[config.mk]
export PLATFORM = sky130hd
export DESIGN_NAME = sprite_collision_bitmap
export DESIGN_NICKNAME = d
export VERILOG_FILES = /design/src/rtl/scb_pkg.sv /design/src/rtl/scb_ram.sv /design/src/rtl/scb_row_mask.sv /design/src/rtl/sprite_collision_bitmap.sv
export SDC_FILE = /design/constraint.sdc
export NUM_CORES = 1
export LEC_CHECK = 0
export BUFFER_PORTS_ARGS = -buffer_cell sky130_fd_sc_hd__clkbuf_2
export CELL_PAD_IN_SITES_DETAIL_PLACEMENT = 0
export CELL_PAD_IN_SITES_GLOBAL_PLACEMENT = 1
export CORE_ASPECT_RATIO = 1.75
export CORE_UTILIZATION = 49
export CTS_BUF_LIST = sky130_fd_sc_hd__clkbuf_2
export CTS_CLUSTER_SIZE = 16
export DETAILED_ROUTE_END_ITERATION = 16
export PLACE_DENSITY_LB_ADDON = 0.1
export RECOVER_POWER = 100
export SETUP_SLACK_MARGIN = 0.15
export SYNTH_ARGS = -nofsm -noshare
export SYNTH_HDL_FRONTEND = slang
export SYNTH_SLANG_ARGS = --single-unit
export TNS_END_PERCENT = 30
[constraint.sdc]
create_clock -name clk -period 7.25 [get_ports clk]
set_input_delay 0.3625 -clock clk [delete_from_list [all_inputs] [get_ports clk]]
set_output_delay 0.3625 -clock clk [all_outputs]
set_load 0.1 [all_outputs]
[src/rtl/scb_pkg.sv]
package scb_pkg;

  localparam int ROW_PIXELS = 32;
  localparam int ROW_COUNT  = 32;
  localparam int MAX_RADIUS = 15;

  localparam int ROW_AW = (ROW_COUNT > 1) ? $clog2(ROW_COUNT) : 1;
  localparam int COL_W  = $clog2(ROW_PIXELS);
  localparam int RAD_W  = $clog2(MAX_RADIUS + 1);
  localparam int REM_W  = 2 * RAD_W;
  // Holds a saturated width or height (up to 32) and the raw 6-bit registers.
  localparam int DIM_W  = 7;

  localparam logic [1:0] OP_LOAD   = 2'd0;
  localparam logic [1:0] OP_HIT    = 2'd1;
  localparam logic [1:0] OP_DAMAGE = 2'd2;

  localparam int CFG_IDX_W = 1;
  localparam logic [CFG_IDX_W-1:0] CFG_WIDTH  = 1'd0;
  localparam logic [CFG_IDX_W-1:0] CFG_HEIGHT = 1'd1;

  typedef struct packed {
    logic [1:0]         op;
    logic [4:0]         row_index;
    logic [31:0]        row_bits;
    logic signed [11:0] origin_x;
    logic signed [11:0] origin_y;
    logic signed [11:0] point_x;
    logic signed [11:0] point_y;
    logic signed [11:0] damage_x;
    logic signed [11:0] damage_y;
    logic [3:0]         radius;
  } in_word_t;

  typedef struct packed {
    logic [1:0] done_op;
    logic       hit;
  } out_word_t;

  typedef struct packed {
    logic signed [11:0] cx;
    logic [REM_W-1:0]   rem;
    logic [DIM_W-1:0]   width;
  } mask_req_t;

  // Column x of the stored row takes bit 31-x of the loaded word.
  function automatic logic [ROW_PIXELS-1:0] load_word(input logic [31:0] bits);
    logic [ROW_PIXELS-1:0] w;
    w = '0;
    for (int i = 0; i < ROW_PIXELS; i++) begin
      if (i < 32) begin
        w[ROW_PIXELS-1-i] = bits[31-i];
      end
    end
    return w;
  endfunction

endpackage

[src/rtl/scb_ram.sv]
module scb_ram #(
  parameter int WIDTH = 32,
  parameter int DEPTH = 32
) (
  input  logic                                     clk,
  input  logic                                     wr_en,
  input  logic [((DEPTH > 1) ? $clog2(DEPTH) : 1)-1:0] wr_addr,
  input  logic [WIDTH-1:0]                         wr_data,
  input  logic                                     rd_en,
  input  logic [((DEPTH > 1) ? $clog2(DEPTH) : 1)-1:0] rd_addr,
  output logic [WIDTH-1:0]                         rd_data
);

  logic [WIDTH-1:0] mem [DEPTH];

  always_ff @(posedge clk) begin
    if (wr_en) begin
      mem[wr_addr] <= wr_data;
    end
    if (rd_en) begin
      rd_data <= mem[rd_addr];
    end
  end

endmodule

[src/rtl/scb_row_mask.sv]
module scb_row_mask import scb_pkg::*; (
  input  mask_req_t             req,
  output logic [ROW_PIXELS-1:0] mask
);

  logic [RAD_W-1:0]   hw;
  logic signed [13:0] lo;
  logic signed [13:0] hi;
  logic signed [13:0] xs;

  // Half chord of the circle on this row: the largest k with k*k <= rem.
  always_comb begin
    hw = '0;
    for (int k = 1; k <= MAX_RADIUS; k++) begin
      if (REM_W'(k * k) <= req.rem) begin
        hw = RAD_W'(k);
      end
    end
  end

  assign lo = 14'(req.cx) - $signed({1'b0, 13'(hw)});
  assign hi = 14'(req.cx) + $signed({1'b0, 13'(hw)});

  always_comb begin
    mask = '0;
    xs   = '0;
    for (int x = 0; x < ROW_PIXELS; x++) begin
      xs = 14'(x);
      mask[ROW_PIXELS-1-x] = (xs >= lo) && (xs <= hi) && (DIM_W'(x) < req.width);
    end
  end

endmodule

[src/rtl/sprite_collision_bitmap.sv]
// Path from accepted word to result word: load and unused op go straight to FINISH,
// hit test reads its row in S_HIT, damage runs S_DMG_INIT, S_DMG_ROW per row and S_DMG_LAST.
// One item at a time; damage walks one row per cycle through the row RAM, reading
// the next row while writing back the previous one.
// A finished result waits in the output register while the next word is taken.
// Synchronous active-low reset clears the sequencer and output valid, and sets
// width and height to 32; the bitmap rows are undefined until loaded.
module sprite_collision_bitmap import scb_pkg::*; (
  input  logic                 clk,
  input  logic                 rst_n,
  input  logic                 in_valid,
  output logic                 in_ready,
  input  in_word_t             in_data,
  output logic                 out_valid,
  input  logic                 out_ready,
  output out_word_t            out_data,
  input  logic                 cfg_we,
  input  logic [CFG_IDX_W-1:0] cfg_index,
  input  logic [5:0]           cfg_data
);

  localparam logic [2:0] S_IDLE     = 3'd0;
  localparam logic [2:0] S_HIT      = 3'd1;
  localparam logic [2:0] S_DMG_INIT = 3'd2;
  localparam logic [2:0] S_DMG_ROW  = 3'd3;
  localparam logic [2:0] S_DMG_LAST = 3'd4;
  localparam logic [2:0] S_FINISH   = 3'd5;

  logic [2:0]            state_r, state_nxt;
  in_word_t              item_r, item_nxt;
  logic                  out_valid_r, out_valid_nxt;
  out_word_t             out_data_r, out_data_nxt;
  logic                  res_hit_r, res_hit_nxt;
  logic                  in_range_r, in_range_nxt;
  logic [COL_W-1:0]      col_r, col_nxt;
  logic [RAD_W-1:0]      r_r, r_nxt;
  logic [REM_W-1:0]      r2_r, r2_nxt;
  logic signed [RAD_W:0] dy_r, dy_nxt;
  logic                  wr_pend_r, wr_pend_nxt;
  logic [ROW_AW-1:0]     wr_addr_r, wr_addr_nxt;
  logic [ROW_PIXELS-1:0] mask_r, mask_nxt;
  logic [5:0]            width_r, height_r;

  logic                  accept;
  logic [DIM_W-1:0]      w_eff, h_eff;
  logic signed [12:0]    rx, ry, y_sum;
  logic                  hit_in_range, y_valid;
  logic [RAD_W-1:0]      r_sat;
  logic signed [RAD_W:0] dy_neg, r_ext;
  logic [RAD_W-1:0]      dy_abs, sq_in;
  logic [REM_W-1:0]      sq_out;
  logic [COL_W-1:0]      bit_idx;
  logic [ROW_PIXELS-1:0] row_mask;
  mask_req_t             mreq;

  logic                  ram_we, ram_re;
  logic [ROW_AW-1:0]     ram_waddr, ram_raddr;
  logic [ROW_PIXELS-1:0] ram_wdata, ram_rdata;

  assign accept    = in_valid && in_ready;
  assign in_ready  = (state_r == S_IDLE);
  assign out_valid = out_valid_r;
  assign out_data  = out_data_r;

  assign w_eff = ({1'b0, width_r} > DIM_W'(ROW_PIXELS)) ? DIM_W'(ROW_PIXELS) : {1'b0, width_r};
  assign h_eff = ({1'b0, height_r} > DIM_W'(ROW_COUNT)) ? DIM_W'(ROW_COUNT) : {1'b0, height_r};

  assign rx = $signed({in_data.point_x[11], in_data.point_x})
            - $signed({in_data.origin_x[11], in_data.origin_x});
  assign ry = $signed({in_data.point_y[11], in_data.point_y})
            - $signed({in_data.origin_y[11], in_data.origin_y});
  assign hit_in_range = !rx[12] && !ry[12] && (rx[11:0] < 12'(w_eff))
                     && (ry[11:0] < 12'(h_eff));

  assign r_sat = (6'(in_data.radius) > 6'(MAX_RADIUS)) ? RAD_W'(MAX_RADIUS)
                                                       : RAD_W'(in_data.radius);

  // The one squarer serves r*r at the start and dy*dy on every row.
  assign r_ext  = $signed({1'b0, r_r});
  assign dy_neg = -dy_r;
  assign dy_abs = dy_r[RAD_W] ? dy_neg[RAD_W-1:0] : dy_r[RAD_W-1:0];
  assign sq_in  = (state_r == S_DMG_INIT) ? r_r : dy_abs;
  assign sq_out = REM_W'(sq_in) * REM_W'(sq_in);

  assign y_sum   = $signed({item_r.damage_y[11], item_r.damage_y}) + 13'(dy_r);
  assign y_valid = !y_sum[12] && (y_sum[11:0] < 12'(h_eff));

  assign mreq.cx    = item_r.damage_x;
  assign mreq.rem   = r2_r - sq_out;
  assign mreq.width = w_eff;

  scb_row_mask u_mask (
    .req  (mreq),
    .mask (row_mask)
  );

  assign bit_idx = COL_W'(ROW_PIXELS - 1) - col_r;

  // Damage write-back of the row read in the previous cycle has priority; a load
  // can only arrive while idle, so the two never meet.
  always_comb begin
    if (wr_pend_r) begin
      ram_we    = 1'b1;
      ram_waddr = wr_addr_r;
      ram_wdata = ram_rdata & ~mask_r;
    end else begin
      ram_we    = accept && (in_data.op == OP_LOAD)
               && (7'(in_data.row_index) < 7'(ROW_COUNT));
      ram_waddr = ROW_AW'(in_data.row_index);
      ram_wdata = load_word(in_data.row_bits);
    end
  end

  assign ram_re    = (accept && (in_data.op == OP_HIT)) || (state_r == S_DMG_ROW);
  assign ram_raddr = (state_r == S_DMG_ROW) ? ROW_AW'(y_sum) : ROW_AW'(ry);

  scb_ram #(
    .WIDTH (ROW_PIXELS),
    .DEPTH (ROW_COUNT)
  ) u_rows (
    .clk     (clk),
    .wr_en   (ram_we),
    .wr_addr (ram_waddr),
    .wr_data (ram_wdata),
    .rd_en   (ram_re),
    .rd_addr (ram_raddr),
    .rd_data (ram_rdata)
  );

  always_comb begin
    state_nxt     = state_r;
    item_nxt      = item_r;
    out_valid_nxt = out_valid_r;
    out_data_nxt  = out_data_r;
    res_hit_nxt   = res_hit_r;
    in_range_nxt  = in_range_r;
    col_nxt       = col_r;
    r_nxt         = r_r;
    r2_nxt        = r2_r;
    dy_nxt        = dy_r;
    wr_pend_nxt   = 1'b0;
    wr_addr_nxt   = wr_addr_r;
    mask_nxt      = mask_r;

    if (out_valid_r && out_ready) begin
      out_valid_nxt = 1'b0;
    end

    case (state_r)
      S_IDLE: begin
        if (in_valid) begin
          item_nxt    = in_data;
          res_hit_nxt = 1'b0;
          case (in_data.op)
            OP_HIT: begin
              in_range_nxt = hit_in_range;
              col_nxt      = COL_W'(rx);
              state_nxt    = S_HIT;
            end
            OP_DAMAGE: begin
              r_nxt     = r_sat;
              state_nxt = S_DMG_INIT;
            end
            default: begin
              state_nxt = S_FINISH;
            end
          endcase
        end
      end
      S_HIT: begin
        res_hit_nxt = in_range_r && ram_rdata[bit_idx];
        state_nxt   = S_FINISH;
      end
      S_DMG_INIT: begin
        r2_nxt    = sq_out;
        dy_nxt    = -r_ext;
        state_nxt = S_DMG_ROW;
      end
      S_DMG_ROW: begin
        wr_pend_nxt = y_valid;
        wr_addr_nxt = ROW_AW'(y_sum);
        mask_nxt    = row_mask;
        if (dy_r == r_ext) begin
          state_nxt = S_DMG_LAST;
        end else begin
          dy_nxt = dy_r + (RAD_W+1)'(1);
        end
      end
      S_DMG_LAST: begin
        state_nxt = S_FINISH;
      end
      S_FINISH: begin
        if (!out_valid_r || out_ready) begin
          out_valid_nxt        = 1'b1;
          out_data_nxt.done_op = item_r.op;
          out_data_nxt.hit     = res_hit_r;
          state_nxt            = S_IDLE;
        end
      end
      default: begin
        state_nxt = S_IDLE;
      end
    endcase
  end

  always_ff @(posedge clk) begin
    if (!rst_n) begin
      state_r     <= S_IDLE;
      out_valid_r <= 1'b0;
      wr_pend_r   <= 1'b0;
      width_r     <= 6'd32;
      height_r    <= 6'd32;
    end else begin
      state_r     <= state_nxt;
      out_valid_r <= out_valid_nxt;
      wr_pend_r   <= wr_pend_nxt;
      if (cfg_we) begin
        case (cfg_index)
          CFG_WIDTH:  width_r  <= cfg_data;
          CFG_HEIGHT: height_r <= cfg_data;
          default: ;
        endcase
      end
    end
  end

  always_ff @(posedge clk) begin
    item_r     <= item_nxt;
    out_data_r <= out_data_nxt;
    res_hit_r  <= res_hit_nxt;
    in_range_r <= in_range_nxt;
    col_r      <= col_nxt;
    r_r        <= r_nxt;
    r2_r       <= r2_nxt;
    dy_r       <= dy_nxt;
    wr_addr_r  <= wr_addr_nxt;
    mask_r     <= mask_nxt;
  end

  // A pending write-back only exists while a damage walk is finishing its rows.
  assert property (@(posedge clk) disable iff (!rst_n)
    wr_pend_r |-> (state_r == S_DMG_ROW || state_r == S_DMG_LAST))
    else $error("row write-back pending outside a damage walk");

  assert property (@(posedge clk) disable iff (!rst_n)
    (accept && in_data.op == OP_LOAD) |=> (state_r == S_FINISH))
    else $error("load did not go straight to finish");

  assert property (@(posedge clk) disable iff (!rst_n)
    out_valid_r |-> (!out_data_r.hit || out_data_r.done_op == OP_HIT))
    else $error("hit flag set on a result that is not a hit test");

  assert property (@(posedge clk) disable iff (!rst_n)
    (state_r == S_DMG_ROW) |-> (dy_r <= r_ext))
    else $error("damage row offset ran past the radius");

endmodule
# Yosys cells after proc, flatten, opt, wreduce, memory -nomap -nowiden
# Memories as Yosys holds them, arrays and structs flattened. A register that Yosys moved wholly into a read port is not among the register bits.
# Cells that the tools add are included.
# W data, S select, Z words.
dict set report op_classes {
  n_reduce_logical 94
  n_eq_ne 12
  n_lt_le_gt_ge 117
  muxes 39
  n_bitwise 3
  mul 1
  add_sub_neg 10
}
# cell n
set ops {}
lappend ops {{$ge A6 B14 Y1 const A} 16}
lappend ops {{$le A6 B14 Y1 const A} 16}
lappend ops {{$ge A5 B14 Y1 const A} 8}
lappend ops {{$le A5 B14 Y1 const A} 8}
lappend ops {{$lt A5 B6 Y1 const A} 16}
lappend ops {{$logic_and A1 B1 Y1} 73}
lappend ops {{$ge A4 B14 Y1 const A} 4}
lappend ops {{$le A4 B14 Y1 const A} 4}
lappend ops {{$lt A4 B6 Y1 const A} 8}
lappend ops {{$mux W4} 10}
lappend ops {{$lt A12 B6 Y1} 3}
lappend ops {{$and A32 B32 Y32} 1}
lappend ops {{$le A7 B8 Y1 const A} 4}
lappend ops {{$le A8 B8 Y1 const A} 4}
lappend ops {{$mux W32} 1}
lappend ops {{$not A32 Y32} 1}
lappend ops {{$ge A3 B14 Y1 const A} 2}
lappend ops {{$le A3 B14 Y1 const A} 2}
lappend ops {{$add A12 B5 Y13} 2}
lappend ops {{$sub A12 B12 Y13} 2}
lappend ops {{$lt A3 B6 Y1 const A} 4}
lappend ops {{$mux W3} 7}
lappend ops {{$le A5 B8 Y1 const A} 2}
lappend ops {{$le A6 B8 Y1 const A} 2}
lappend ops {{other kinds (44)} 76}
dict set report totals {
  elab_cells 295
  n_memories 1
  inputBits 127
  ff_bits 107
  ramBits 1024
  out_inout_bits 5
}
# name words width rd rd_clocked_by_memory_dff write_ports line_no
set memory_table {}
lappend memory_table {u_rows.mem 32 32 1 1 1 scb_ram.sv:14} ;# logic [WIDTH-1:0] mem [DEPTH];

# Longest topological paths before layout
dict set report logic_depth {
  word_depth 25
  depth_mapped 32
  ltp_nobuf 31
}

# Modules after synthesis
# From an unflattened synthesis, not the netlist that was laid out.
dict set report hier_totals {
  cells_unflattened 3342
  hier_area_um2 50184.4
}
# module cells_each instances area_per_inst_um2 seq_area_each_um2
set by_module_without_submodules {}
lappend by_module_without_submodules {scb_ram 2260 1 40810.4 31710.4}
lappend by_module_without_submodules {sprite_collision_bitmap 741 1 7279.5 3012.9}
lappend by_module_without_submodules {scb_row_mask 341 1 2094.5 0.0}

# Least setup slack after synthesis
# OpenSTA, ideal clock, no wires.
dict set report synth_path {
  path_type {register to register}
  start {register dy_r[1]}
  end {register mask_r[18], data pin}
  setup_slack_ns 0.152
  arrival_ns 6.918
  stages_incl_launch_ff 31
  setup_ns 0.180
  n_path_buf 0
  cell_sequence {edfxtp_1 inv_1 ha_1 mux2_1 mux2i_2 nor2_1 ha_1 xor2_1 ha_1 ha_1 xor2_1 inv_1 ha_1 a21o_1 maj3_2 xnor2_2 o211a_1 a21oi_1 o31ai_1 ha_1 inv_1 fa_1 inv_1 a21oi_1 o21bai_4 mux2_1 a41oi_1 nor3_4 nand2_2 or4_1 a221oi_1}
}
dict set report synth_between {
  elab_chain_cells 25
}
# item line_no
set synth_rtl {}
lappend synth_rtl {{start: declaration} sprite_collision_bitmap.sv:38} ;# logic signed [RAD_W:0] dy_r, dy_nxt;
lappend synth_rtl {{start signal: assignment} sprite_collision_bitmap.sv:235} ;# dy_r <= dy_nxt;
lappend synth_rtl {{$neg A4 Y4} sprite_collision_bitmap.sv:80} ;# assign dy_neg = -dy_r;
lappend synth_rtl {{$mux W4 (*)} sprite_collision_bitmap.sv:81} ;# assign dy_abs = dy_r[RAD_W] ? dy_neg[RAD_W-1:0] : dy_r[RAD_W-1:0];
lappend synth_rtl {{$mux W4 (*)} sprite_collision_bitmap.sv:82} ;# assign sq_in = (state_r == S_DMG_INIT) ? r_r : dy_abs;
lappend synth_rtl {{$mul A4 B4 Y8 (*)} sprite_collision_bitmap.sv:83} ;# assign sq_out = REM_W'(sq_in) * REM_W'(sq_in);
lappend synth_rtl {{net sq_out[4]} sprite_collision_bitmap.sv:51} ;# logic [REM_W-1:0] sq_out;
lappend synth_rtl {{$sub A8 B8 Y8 (*)} sprite_collision_bitmap.sv:89} ;# assign mreq.rem = r2_r - sq_out;
lappend synth_rtl {{$le A1 B8 Y1} scb_row_mask.sv:15} ;# if (REM_W'(k * k) <= req.rem) begin
lappend synth_rtl {{$mux W1} scb_row_mask.sv:15}
lappend synth_rtl {{$mux W2 (2 in series)} scb_row_mask.sv:15}
lappend synth_rtl {{$mux W3 (4 in series)} scb_row_mask.sv:15}
lappend synth_rtl {{$mux W4 (7 in series)} scb_row_mask.sv:15}
lappend synth_rtl {{$mux W4 (*)} scb_row_mask.sv:15}
lappend synth_rtl {{$sub A12 B5 Y13 or $add A12 B5 Y13 (tied branches)} {scb_row_mask.sv:21, scb_row_mask.sv:22}}
lappend synth_rtl {{$ge A5 B14 Y1 or $le A5 B14 Y1 (tied branches)} scb_row_mask.sv:29} ;# mask[ROW_PIXELS-1-x] = (xs >= lo) && (xs <= hi) && (DIM_W'(x) < req.width);
lappend synth_rtl {{$logic_and A1 B1 Y1 (*) (2 in series)} scb_row_mask.sv:29}
lappend synth_rtl {{net row_mask[18]} sprite_collision_bitmap.sv:53} ;# logic [ROW_PIXELS-1:0] row_mask;
lappend synth_rtl {{end signal: assignment} sprite_collision_bitmap.sv:237} ;# mask_r <= mask_nxt;
lappend synth_rtl {{end: declaration} sprite_collision_bitmap.sv:41} ;# logic [ROW_PIXELS-1:0] mask_r, mask_nxt;
# The timed path passes the listed nets; every way through them passes the cells marked *.
# A chain may end at the register's enable or synchronous reset.

# Worst setup path in the final report
dict set report layout_path {
  start {register dy_r[1]}
  end {register mask_r[12], data pin}
}
dict set report layout_between {
  elab_chain_cells 25
}
# item line_no
set layout_rtl {}
lappend layout_rtl {{$neg A4 Y4} sprite_collision_bitmap.sv:80}
lappend layout_rtl {{$mux W4 (*)} sprite_collision_bitmap.sv:81}
lappend layout_rtl {{$mux W4 (*)} sprite_collision_bitmap.sv:82}
lappend layout_rtl {{$mul A4 B4 Y8 (*)} sprite_collision_bitmap.sv:83}
lappend layout_rtl {{$sub A8 B8 Y8 (*)} sprite_collision_bitmap.sv:89}
lappend layout_rtl {{$le A1 B8 Y1} scb_row_mask.sv:15}
lappend layout_rtl {{$mux W1} scb_row_mask.sv:15}
lappend layout_rtl {{$mux W2 (2 in series)} scb_row_mask.sv:15}
lappend layout_rtl {{$mux W3 (4 in series)} scb_row_mask.sv:15}
lappend layout_rtl {{$mux W4 (7 in series)} scb_row_mask.sv:15}
lappend layout_rtl {{$mux W4 (*)} scb_row_mask.sv:15}
lappend layout_rtl {{$sub A12 B5 Y13 or $add A12 B5 Y13 (tied branches)} {scb_row_mask.sv:21, scb_row_mask.sv:22}}
lappend layout_rtl {{$ge A6 B14 Y1 or $le A6 B14 Y1 (tied branches)} scb_row_mask.sv:29}
lappend layout_rtl {{$logic_and A1 B1 Y1 (*) (2 in series)} scb_row_mask.sv:29}
lappend layout_rtl {{net row_mask[12]} sprite_collision_bitmap.sv:53}
# Marked as above.

==> impl_metrics.yaml <==
route:
  vias_per_cell: 5.91
  wl_per_cell_um: 25.9
  drtIter0Drc: 2702
  wl_um: 153000
  vias: 34900
  drc: 0
  ant_nets: 0
  dr.pass1.iters: 6
global_route:
  grt_max_degree: 117
  grt_pass1_wl_um: 224000
  grt_usage_pct: 29.5
  overflow: 0
  grt_pass1_vias: 35900
  antenna_found_initial: 6
synthesis:
  synth.area.top_cells: "edfxtp_1 (68%), a211oi_1 (5.4%), nand2_1 (4.7%), and2_1 (3.1%), a311oi_1 (2.3%)"
  postSynthAreaPerCell_um2: 13.2
  synthFlopType: "edfxtp_1"
  async_reset_ff_share_pct: 0
  synth_edf_count: 1145
  syn_area_um2: 50600
  yosysUniqueCellTypes: 85
  synth_seq_cells: 1162
  syn_nets: 4044
  syn-instance-count: 3830
  yosysTopAreaCellShare_pct: 68.0
  ys.warnings.count: 0
  seq_area_frac_synth_pct: 68.7
  synth.largest_area_cell: "edfxtp_1"
critical_path:
  crit_path_end_kind: "register"
  cpPeakStageDelay_ps: 450
  crit_type: "register to register"
  worst-path-max-fanout: 7
  startpoint_type: "register"
  rrSetupSlack_ps: 280
  arrival_ps: 8260
  r2r_cells: 32
  cp_slowest_cell: "edfxtp_1"
  r2r_end: "mask_r[12]$_DFFE_PP_"
  required_ps: 8540
  cp-startpoint: "dy_r[1]$_DFFE_PP_"
  regToRegStartpoint: "dy_r[1]$_DFFE_PP_"
  endpoint: "mask_r[12]$_DFFE_PP_"
timing:
  relSlewSlack_pct: -109
  setup_viol: 0
  rsz0062_at_grt: "yes"
  fmax_mhz: 143
  timing.hold.ws_ps: 251
  hold_viol_final: 0
  skew_ps: 108
  fin_crit_ps: 6970
  slew_viol_final: 1293
  setup_slack_ps: 278
  period_share_pct: 96.2
  worst_pin_slew_ps: 3130
placement:
  dpl_worst_slack_ps: -65.9
  dp.cells: 5213
  hpwl_um: 92700
  routabilityCongestion: 0.915
  numPortBuffers: 131
floorplanning:
  initial_utilization_pct: 49.5
  die_height_um: 427
  io_pins: 132
  fp.dieW_um: 245
  die-area_um2: 105000
  core-area_um2: 102000
  rows: 155
finish:
  instances_no_fill: 5914
  num-nets-final: 4604
  drive_above_1_share_pct: 17.7
  final_cell_mix: "edfxtp_1 (1145), nand2_1 (631), clkbuf_2 (550), a211oi_1 (360), and2_1 (249)"
  final_util_pct: 57.1
  mostFrequentLayoutCell: "edfxtp_1"
  area_delta_synth_final_pct: 15.4
status:
  violations: "capacitance limit, slew limit"
  status: "finished with violations"
power:
  p_leak_nw: 20.3
  power_density_nw_per_um2: 306
  ir_drop_v: 0.000525
clock_network:
  cts_max_level: 5
  cts_tree: "built"
  clock-sinks: 1162
  clockBufferDepth: 4
  cts_made_buffers: 275
  clk_pin_slew_ps: 100
  clkLatencyLatePin_ps: 1550
  ctsRootBufferMaster: "clkbuf_2"
min_path:
  hp-class: "input pin to register"
flow_run:
  drv_cap: 43
[cell families after synthesis]
kind of cell / Yosys count / share of synthesized area, %
AO/OA/AOI/OAI: 1020 / 14.2
XOR/XNOR: 52 / 0.990
adder cells (fa/ha/maj): 90 / 2.32
buffers and inverters: 375 / 2.90
flip-flops: 1162 / 68.7
multiplexers: 32 / 0.903
AND/OR/NAND/NOR: 1099 / 10.0
[stage by stage]
step           cell area, um^2  power [mW]  setup TNS (ps)
2_1_floorplan            50600        10.8               0
3_3_place_gp             53900        13.4           -3.44
3_5_place_dp             53900        13.3            -284
4_1_cts                  58600        17.6               0
5_1_grt                  58400        18.6               0
6_report                 58400        17.8               0
[how the worst min path moves through the flow]
stage	from	to	slack [ps]	cells past startpoint
5_1_grt	cfg_data[1]	width_r[1]$_SDFFE_PN0P_	100	5
4_1_cts	cfg_we	height_r[5]$_SDFFE_PN1P_	10	5
2_1_floorplan	res_hit_r$_SDFFCE_PN0P_	out_data[0]$_DFFE_PP_	400	0
3_5_place_dp	res_hit_r$_SDFFCE_PN0P_	out_data[0]$_DFFE_PP_	410	0
3_3_place_gp	item_r[113]$_DFFE_PP_	out_data[1]$_DFFE_PP_	410	0
6_report	out_ready	out_valid$_SDFF_PN0_	250	5
[sequential cells by signal, summed over array words and instances (netlist names)]
signal	count
item_r	26
mask_r	32
width_r	6
height_r	6
out_valid	1
u_rows.rd_data	32
dy_r	5
wr_pend_r	1
state_r	3
in_range_r	1
res_hit_r	1
out_data	3
r_r	4
col_r	5
u_rows.mem	1024
r2_r	7
wr_addr_r	5
[metal layers]
layer | wire (um) | GRT usage (%)
met5 | 23 | 0
met4 | 7830 | 15.9
met3 | 8580 | 4.89
met2 | 79300 | 51.8
met1 | 57500 | 34.3
[critical path, delay by kind of cell, from the launching register on]
kind	cells	cell delay [ps]
muxes	3	810
xor gates and xnor gates	3	520
DFF	1	450
adders and majority gates	7	2000
and+or+nand+nor	2	120
buffers and inverters	6	760
AOI/OAI and AO/OA	11	2070
[power breakdown]
group          leakage, nW  switching (mW)  internal (mW)
logic                 8.01            4.00           2.19
registers             10.5          0.0525           7.50
clock network         1.83            2.54           1.55
[synthesized netlist by cell type (5+ instances only)]
library cell	instances
nor3_1	19
nor4_1	8
fa_1	7
o21bai_1	5
nand3_1	20
o21a_1	7
buf_4	5
a2111oi_0	10
a221oi_1	5
nor2b_1	9
and2_0	11
xnor2_1	28
a311oi_1	130
a21oi_1	165
or2_2	9
nand2_1	631
a211oi_1	363
ha_1	80
clkbuf_1	217
o31ai_1	9
mux2i_1	17
o22ai_1	33
buf_1	17
nor2_1	85
xor2_1	19
edfxtp_1	1145
and2_1	251
buf_2	23
dfxtp_1	17
a21o_1	52
o21ai_0	46
and3_1	12
o211ai_1	5
nand2b_1	20
a31oi_1	147
mux4_2	10
inv_1	111
[final cells by class]
class	count	area (um^2)
clock buffers	393	1970
inverters	112	425
repair buffers	546	4310
multi-input cells	2293	14900
diodes	6	15.0
fillers	8488	43800
clock inverters	68	350
well taps	1334	1670
flip-flops and latches	1162	34700
[timing repair]
item	CTS	global route
hold buffers	224	0
pin swaps	5	34
resized for setup	17	55
setup buffers	2	8
endpoints found under the hold margin	2134	0
endpoints found under the setup margin	22	32
No activity file was read; power rests on OpenSTA's default activity.
